### src/hw/rtl/i2cee_pkg.sv
package i2cee_pkg;

  localparam int DEFAULT_BUFFER_DEPTH = 256;
  localparam int MAX_TRANSFER = 256;
  localparam int POS_W = 13;

  localparam logic [7:0] DIR_READ_BIT = 8'h01;
  localparam logic [7:0] DIR_MASK = 8'hFE;

  typedef enum logic [1:0] {
    OP_LOAD  = 2'd0,
    OP_READ  = 2'd1,
    OP_WRITE = 2'd2,
    OP_EVENT = 2'd3
  } op_t;

  typedef struct packed {
    op_t         operation;
    logic [7:0]  device_address;
    logic [12:0] memory_address;
    logic [8:0]  length;
    logic [7:0]  load_index;
    logic [7:0]  data_byte;
    logic        flag_start_sent;
    logic        flag_address_acked;
    logic        flag_tx_empty;
    logic        flag_byte_finished;
    logic        flag_rx_not_empty;
    logic        flag_ack_failure;
  } in_item_t;

  typedef struct packed {
    logic       issue_start;
    logic       issue_stop;
    logic       ack_enable;
    logic       ack_disable;
    logic       send_valid;
    logic [7:0] send_byte;
    logic       rx_valid;
    logic [7:0] rx_index;
    logic [7:0] rx_byte;
    logic       done_res;
    logic       busy_res;
  } out_item_t;

endpackage

### src/hw/rtl/i2cee_if.sv
interface i2cee_in_if;
  import i2cee_pkg::*;
  logic     valid;
  logic     ready;
  in_item_t data;
  modport source (output valid, output data, input ready);
  modport sink (input valid, input data, output ready);
endinterface

interface i2cee_out_if;
  import i2cee_pkg::*;
  logic      valid;
  logic      ready;
  out_item_t data;
  modport source (output valid, output data, input ready);
  modport sink (input valid, input data, output ready);
endinterface

### src/hw/rtl/i2c_eeprom_master_sequencer.sv
// Throughput: one beat per cycle while the skid stage is empty; the step logic
// sits between the input handshake and a result register backed by a one-entry
// skid stage, which holds a result while the output stalls.
// Reset clears phase, counters, target registers and the valid flags of both output stages.
// The data buffer is not cleared; its entries must be written before they are read (the block does not enforce this).
module i2c_eeprom_master_sequencer #(
  parameter int BUFFER_DEPTH = i2cee_pkg::DEFAULT_BUFFER_DEPTH
) (
  input logic clk,
  input logic rst,
  i2cee_in_if.sink item,
  i2cee_out_if.source result
);
  import i2cee_pkg::*;

  localparam int AW = (BUFFER_DEPTH > 1) ? $clog2(BUFFER_DEPTH) : 1;
  localparam int LEN_CAP = (BUFFER_DEPTH < MAX_TRANSFER) ? BUFFER_DEPTH : MAX_TRANSFER;
  localparam logic [8:0] LEN_CAP_V = 9'(LEN_CAP);
  localparam logic [POS_W-1:0] DEPTH_V = POS_W'(BUFFER_DEPTH);

  typedef enum logic [3:0] {
    PH_IDLE,
    PH_RD_START,
    PH_RD_ADDR,
    PH_RD_MHI,
    PH_RD_MLO,
    PH_RD_RESTART,
    PH_RD_MODE,
    PH_RD_RECV,
    PH_WR_START,
    PH_WR_ADDR,
    PH_WR_MHI,
    PH_WR_NEXT,
    PH_WR_LAST
  } phase_t;

  phase_t      phase, phase_next;
  logic [8:0]  byte_count, byte_count_next;
  logic [8:0]  transfer_length, transfer_length_next;
  logic [7:0]  target_device, target_device_next;
  logic [12:0] target_location, target_location_next;

  logic [7:0]  mem [BUFFER_DEPTH];
  logic [7:0]  rd_data;
  logic        fwd;
  logic [7:0]  fwd_data;
  logic [7:0]  buf_byte;

  logic          we;
  logic [AW-1:0] waddr;
  logic [7:0]    wdata;
  logic [AW-1:0] raddr;

  logic          skid_valid;
  out_item_t     skid_data;
  out_item_t     res;

  logic          fire;
  in_item_t      d;
  logic [8:0]    len_eff;
  logic [POS_W-1:0] lidx_w;
  logic [POS_W-1:0] pos_w;
  logic [POS_W-1:0] cnt_next_w;
  logic [9:0]    pos_inc;

  assign item.ready = !skid_valid && !rst;
  assign fire = item.valid && item.ready;
  assign d = item.data;
  assign buf_byte = fwd ? fwd_data : rd_data;

  assign lidx_w = {{(POS_W-8){1'b0}}, d.load_index};
  assign pos_w = {{(POS_W-9){1'b0}}, byte_count};
  assign cnt_next_w = {{(POS_W-9){1'b0}}, byte_count_next};
  assign raddr = cnt_next_w[AW-1:0];
  assign pos_inc = {1'b0, byte_count} + 10'd1;

  always_comb begin
    phase_next = phase;
    byte_count_next = byte_count;
    transfer_length_next = transfer_length;
    target_device_next = target_device;
    target_location_next = target_location;
    res = '0;
    we = 1'b0;
    waddr = lidx_w[AW-1:0];
    wdata = d.data_byte;
    len_eff = d.length;
    if (fire) begin
      case (d.operation)
        OP_LOAD: begin
          if (lidx_w < DEPTH_V) begin
            we = 1'b1;
          end
        end
        OP_READ, OP_WRITE: begin
          if (phase == PH_IDLE) begin
            target_device_next = d.device_address;
            target_location_next = d.memory_address;
            byte_count_next = '0;
            res.issue_start = 1'b1;
            if (d.operation == OP_READ) begin
              if (d.length == 9'd0) begin
                len_eff = 9'd1;
              end
              res.ack_enable = 1'b1;
              phase_next = PH_RD_START;
            end else begin
              phase_next = PH_WR_START;
            end
            transfer_length_next = (len_eff > LEN_CAP_V) ? LEN_CAP_V : len_eff;
          end
        end
        OP_EVENT: begin
          case (phase)
            PH_RD_START, PH_WR_START: begin
              if (d.flag_start_sent) begin
                res.send_valid = 1'b1;
                res.send_byte = target_device & DIR_MASK;
                phase_next = (phase == PH_RD_START) ? PH_RD_ADDR : PH_WR_ADDR;
              end
            end
            PH_RD_ADDR: begin
              if (d.flag_address_acked) begin
                res.send_valid = 1'b1;
                res.send_byte = {3'b000, target_location[12:8]};
                phase_next = PH_RD_MHI;
              end
            end
            PH_RD_MHI, PH_WR_MHI: begin
              if (d.flag_tx_empty) begin
                res.send_valid = 1'b1;
                res.send_byte = target_location[7:0];
                phase_next = (phase == PH_RD_MHI) ? PH_RD_MLO : PH_WR_NEXT;
              end
            end
            PH_RD_MLO: begin
              if (d.flag_tx_empty) begin
                res.issue_start = 1'b1;
                phase_next = PH_RD_RESTART;
              end
            end
            PH_RD_RESTART: begin
              if (d.flag_start_sent) begin
                res.send_valid = 1'b1;
                res.send_byte = target_device | DIR_READ_BIT;
                phase_next = PH_RD_MODE;
              end
            end
            PH_RD_MODE: begin
              if (d.flag_address_acked) begin
                phase_next = PH_RD_RECV;
              end
            end
            PH_RD_RECV: begin
              if (d.flag_rx_not_empty) begin
                if (pos_w < DEPTH_V) begin
                  we = 1'b1;
                  waddr = pos_w[AW-1:0];
                end
                res.rx_valid = 1'b1;
                res.rx_index = byte_count[7:0];
                res.rx_byte = d.data_byte;
                byte_count_next = pos_inc[8:0];
                if (pos_inc >= {1'b0, transfer_length}) begin
                  res.ack_disable = 1'b1;
                  res.issue_stop = 1'b1;
                  res.done_res = 1'b1;
                  phase_next = PH_IDLE;
                end
              end
            end
            PH_WR_ADDR: begin
              if (d.flag_ack_failure) begin
                res.issue_start = 1'b1;
                phase_next = PH_WR_START;
              end else if (d.flag_address_acked) begin
                res.send_valid = 1'b1;
                res.send_byte = {3'b000, target_location[12:8]};
                phase_next = PH_WR_MHI;
              end
            end
            PH_WR_NEXT: begin
              if (d.flag_tx_empty) begin
                if (byte_count < transfer_length) begin
                  res.send_valid = 1'b1;
                  res.send_byte = buf_byte;
                  byte_count_next = pos_inc[8:0];
                end else begin
                  phase_next = PH_WR_LAST;
                end
              end
            end
            PH_WR_LAST: begin
              if (d.flag_byte_finished) begin
                res.issue_stop = 1'b1;
                res.done_res = 1'b1;
                phase_next = PH_IDLE;
              end
            end
            default: begin
            end
          endcase
        end
        default: begin
        end
      endcase
    end
    res.busy_res = (phase_next != PH_IDLE);
  end

  always_ff @(posedge clk) begin
    if (we) begin
      mem[waddr] <= wdata;
    end
    rd_data <= mem[raddr];
    fwd <= we && (waddr == raddr);
    fwd_data <= wdata;
  end

  always_ff @(posedge clk) begin
    if (rst) begin
      phase <= PH_IDLE;
      byte_count <= '0;
      transfer_length <= '0;
      target_device <= '0;
      target_location <= '0;
      result.valid <= 1'b0;
      skid_valid <= 1'b0;
    end else begin
      phase <= phase_next;
      byte_count <= byte_count_next;
      transfer_length <= transfer_length_next;
      target_device <= target_device_next;
      target_location <= target_location_next;
      if (result.ready || !result.valid) begin
        result.valid <= skid_valid || fire;
        skid_valid <= 1'b0;
      end else if (fire) begin
        skid_valid <= 1'b1;
      end
    end
  end

  always_ff @(posedge clk) begin
    if (result.ready || !result.valid) begin
      result.data <= skid_valid ? skid_data : res;
    end else if (fire) begin
      skid_data <= res;
    end
  end

endmodule
### src/flat_wrapper.sv
// flat-port wrapper written by rule: the top's interface ports become plain ports
module i2c_eeprom_master_sequencer_flat import i2cee_pkg::*;
#(
  parameter int BUFFER_DEPTH = i2cee_pkg::DEFAULT_BUFFER_DEPTH
)
  (clk, rst, item_valid, item_data, item_ready, result_valid, result_data, result_ready);
  i2cee_in_if item_i ();
  i2cee_out_if result_i ();
  input logic clk;
  input logic rst;
  input wire logic [$bits(item_i.valid)-1:0] item_valid;
  input wire logic [$bits(item_i.data)-1:0] item_data;
  output wire logic [$bits(item_i.ready)-1:0] item_ready;
  output wire logic [$bits(result_i.valid)-1:0] result_valid;
  output wire logic [$bits(result_i.data)-1:0] result_data;
  input wire logic [$bits(result_i.ready)-1:0] result_ready;
  assign item_i.valid = item_valid;
  assign item_i.data = item_data;
  assign item_ready = item_i.ready;
  assign result_valid = result_i.valid;
  assign result_data = result_i.data;
  assign result_i.ready = result_ready;
  i2c_eeprom_master_sequencer #(.BUFFER_DEPTH(BUFFER_DEPTH)) u_core (.clk(clk), .rst(rst), .item(item_i), .result(result_i));
endmodule
### config.mk
export PLATFORM = sky130hd
export DESIGN_NAME = i2c_eeprom_master_sequencer_flat
export DESIGN_NICKNAME = d
export VERILOG_FILES = /design/src/hw/rtl/i2cee_pkg.sv /design/src/hw/rtl/i2cee_if.sv /design/src/hw/rtl/i2c_eeprom_master_sequencer.sv /design/src/flat_wrapper.sv
export SDC_FILE = /design/constraint.sdc
export NUM_CORES = 2
export LEC_CHECK = 0
export BUFFER_PORTS_ARGS = -buffer_cell sky130_fd_sc_hd__buf_2
export CAP_MARGIN = 20
export CORE_MARGIN = 2
export CORE_UTILIZATION = 55
export DETAILED_ROUTE_END_ITERATION = 10
export PLACE_DENSITY_LB_ADDON = 0.05
export SLEW_MARGIN = 20
export SYNTH_ARGS = -nofsm -noshare
export SYNTH_HDL_FRONTEND = slang
export SYNTH_SLANG_ARGS = --single-unit
### constraint.sdc
create_clock -name clk -period 5.3 [get_ports clk]
set_clock_uncertainty 0.1 [all_clocks]
set_input_delay 1.06 -clock clk [delete_from_list [all_inputs] [get_ports clk]]
set_output_delay 1.06 -clock clk [all_outputs]
set_load 0.1 [all_outputs]
==> results.py <==
metrics = {
    "run_status": {
        "status": "finished, final reports clean",
    },
    "yosys": {
        "synthCells": 6464,
        "synth_cell_types": 88,
        "postSynthNetCount": 6545,
        "synthFlopType": "edfxtp_1",
        "ys_top_cells_by_area": "edfxtp_1 (72%), nand2_1 (6.2%), nand3_1 (2.4%)",
        "synth-seq-area-share_pct": 73.56,
        "netlist_area_sq_um": 87800,
        "yosys_register_bits": 2171,
        "ys_warn_count": 0,
        "synth_common_cells": "edfxtp_1 (2,110), nand2_1 (1,456), nand3_1 (427)",
        "async_reset_ff_share_pct": 0,
        "yosysMostFrequentCell": "edfxtp_1",
        "synth_edf_count": 2110,
        "synth_top_area_cell": "edfxtp_1",
        "syn_area_per_cell_sq_um": 13.58,
        "yosys.area.top_type_share_pct": 72.16,
    },
    "critical_path": {
        "start_kind": "flip-flop",
        "endpoint_kind": "flip-flop",
        "crit_buf_inv": 5,
        "arrival_ns": 5.77,
        "path_cells": "buf_4 > inv_1 > ha_1 > nor2b_1 > o21ai_0 > a2bb2oi_2 > o31a_1 > o21ai_1 > a31oi_2 > buf_4 > nor2_2 > buf_4 > a22oi_1 > nand4_1 > nor3_1 > buf_4 > nor4_2",
        "critical_path_class": "reg -> reg",
        "slowest_stage": "o31a_1",
        "critPathMaxStageDelay_ns": 0.63,
        "cp_top_family": "compound AO/OA/AOI/OAI gates",
        "worstPathRequired_ns": 5.93,
        "cpMostUsedCell": "buf_4",
        "critPathMaxFanout": 16,
    },
    "sta": {
        "slew_headroom_pct": 25.59,
        "final-max-slew-violation-count": 0,
        "worst_slew_pin_slew_ns": 1.116,
        "fin_crit_sh_pct": 96.89,
        "fin_crit_ns": 5.135,
        "final_hold_viol_count": 0,
        "hold_slack_ns": 0.3504,
        "setup_violations": 0,
        "postLayoutSetupSlackWorst_ns": 0.1649,
        "grt_setup_unrepaired": "false",
        "fmax_ghz": 0.1947,
    },
    "clock_tree": {
        "post_cts_buffers": 0,
        "clk_pin_slew_ns": 0.06,
        "h-tree-depth": 4,
        "clock_path_buffers": 3,
        "clock_sinks": 2171,
        "numCtsBuffers": 217,
        "cts_root_buf": "clkbuf_16",
        "clk_latency_ns": 0.85,
        "cts_hold_buf": 0,
        "cts_tree": "built",
    },
    "finish": {
        "drive_above_1_share_pct": 12.72,
        "nets": 6813,
        "area_delta_synth_final_pct": 13.66,
        "utilization_pct": 63.01,
        "fin_area_sq_um": 99800,
    },
    "route": {
        "first_pass_iters": 6,
        "routed_wl_mm": 251.9,
        "drcViolationCount": 0,
        "vias": 56380,
        "via_per_inst": 6.272,
        "ant_nets": 0,
        "wl_per_cell_um": 28.02,
        "drt_iter0_drc": 7120,
    },
    "power_and_ir_drop": {
        "pwr-share-seq_pct": 54.4,
        "p_leak_nw": 33.07,
        "switchingPower_mw": 7.135,
        "switching_share_pct": 20.57,
        "vdd_drop_max_uv": 361.3,
        "p_comb_share_pct": 1.9,
        "cell_internal_pwr_mw": 27.56,
        "power_density_nw_per_um2": 347.6,
        "clkPwrFrac_pct": 43.7,
    },
    "global_routing": {
        "grt.total_usage_pct": 30.73,
        "grt_overflow": 0,
        "grt_pass1_vias": 52810,
        "antenna_found_initial": 8,
        "grt_pass1_wl_mm": 364.5,
        "grt_max_degree": 120,
    },
    "hold_path": {
        "hold_path.class": "in -> reg",
    },
    "placement": {
        "gp_congestion": 0.9247,
        "port_buffers": 90,
        "placed_area_sq_um": 92760,
        "dp_hpwl_mm": 157.9,
        "dp_slack_ns": -0.4807,
    },
    "die": {
        "die_area_sq_um": 162800,
        "initial_core_util_pct": 55.44,
        "rows": 146,
        "ios": 92,
        "die_h_um": 403.5,
        "fp.coreArea_sq_um": 158400,
        "die_x_um": 403.5,
    },
    "job": {
        "drv_cap": 0,
    },
}
[per-stage QoR]
stage | TNS [ns] | std cells | power, mW
floorplan | 0 | 6464 | 19.45
global placement | -2.888 | 8585 | 19.87
detailed placement | -3.250 | 8585 | 19.88
CTS | 0 | 8985 | 34.85
global route | 0 | 8985 | 35.56
finish | 0 | 8988 | 34.69
[cells in the final DEF (no fill, tap or decap), types with 15 or more instances in the layout]
master / instances
edfxtp_1: 2110
nand2_1: 1452
nand3_1: 427
a21oi_1: 359
buf_4: 350
nor2_1: 309
clkbuf_16: 218
a32oi_1: 194
mux2i_1: 173
and3_1: 152
a211oi_1: 124
a22oi_1: 102
buf_2: 82
buf_12: 62
dfxtp_1: 61
clkinv_1: 51
clkbuf_1: 50
nand4_1: 41
clkinv_2: 39
nor3_1: 31
a21o_1: 30
o21ai_0: 28
a31oi_1: 26
inv_1: 24
ha_1: 23
a32o_1: 22
bufinv_16: 20
o21a_1: 19
a21boi_0: 17
o2111ai_1: 17
mux4_2: 16
a211o_1: 15
[logic make-up (layout without fill, tap and decap cells)]
logic type               after synthesis  count (layout)  share of synthesized area (%)
AO/OA/AOI/OAI                       1067            1067                          8.593
XOR/XNOR                              16              16                         0.1596
adder cells (fa/ha/maj)               23              23                         0.3278
buffers and inverters                478             927                          2.541
flip-flops                          2171            2171                          73.56
multiplexers                         198             198                          2.498
other                                  0               3                              0
AND/OR/NAND/NOR                     2511            2511                          12.33
[routing by layer]
metal,GRT usage [%],vias to the layer above,share of wire [%]
met2,48.38,2589,47
met1,44.69,28460,41
met3,4.170,371,8.2
li1,-,24950,-
met4,10.01,2,3.3
met5,0,-,0.0052
[final cells by class]
class	instances	area, sq um
clock inverter	128	1310
clock buffer	272	5698
timing repair buffer	502	4399
sequential	2171	64580
multi-input combinational	3815	21110
fill	11830	58580
antenna	3	7.507
inverter	25	93.84
tap	2072	2592
[worst min-delay path, delay by kind of cell]
kind | cells | cell delay [ns]
buffers and inverters | 1 | 0.10
AOI/OAI and AO/OA | 1 | 0.05
and+or+nand+nor | 1 | 0.05
[power groups by stage]
| stage | logic [mW] | registers [mW] | clock network, mW |
|---|---|---|---|
| 2_1_floorplan | 0.122 | 19.3 | 0 |
| 3_3_place_gp | 0.649 | 19.2 | 0 |
| 3_5_place_dp | 0.664 | 19.2 | 0 |
| 4_1_cts | 0.664 | 18.9 | 15.3 |
| 5_1_grt | 0.700 | 18.8 | 16.0 |
| 6_report | 0.663 | 18.9 | 15.2 |
[path summary, 6_finish.rpt]
path | startpoint | to | slack (ns) | cells past startpoint
setup / recovery | u_core.byte_count[0]$_SDFF_PP0_ | u_core.rd_data[3]$_DFF_P_ | 0.16 | 17
hold reg to reg | u_core.target_device[7]$_SDFFE_PP0P_ | u_core.target_device[7]$_SDFFE_PP0P_ | 0.36 | 2
setup reg to reg | u_core.byte_count[0]$_SDFF_PP0_ | u_core.rd_data[3]$_DFF_P_ | 0.16 | 17
hold / removal | item_data[45] | u_core.target_device[1]$_SDFFE_PP0P_ | 0.35 | 3
[sequential cells by signal (all words and copies together) (netlist names), 4 cells and up]
name                    cells
u_core.fwd_data             8
u_core.rd_data              8
u_core.skid_data           31
u_core.mem               2048
u_core.byte_count           9
u_core.target_device        7
u_core.target_location     13
u_core.result.data         31
u_core.phase                4
u_core.transfer_length      9
[what timing repair did]
action / 4_1_cts / 5_1_grt
resized for setup: 2 / 4
gates cloned: 0 / 0
setup endpoints to repair: 4 / 8
Power figures use the tool's default switching activity.
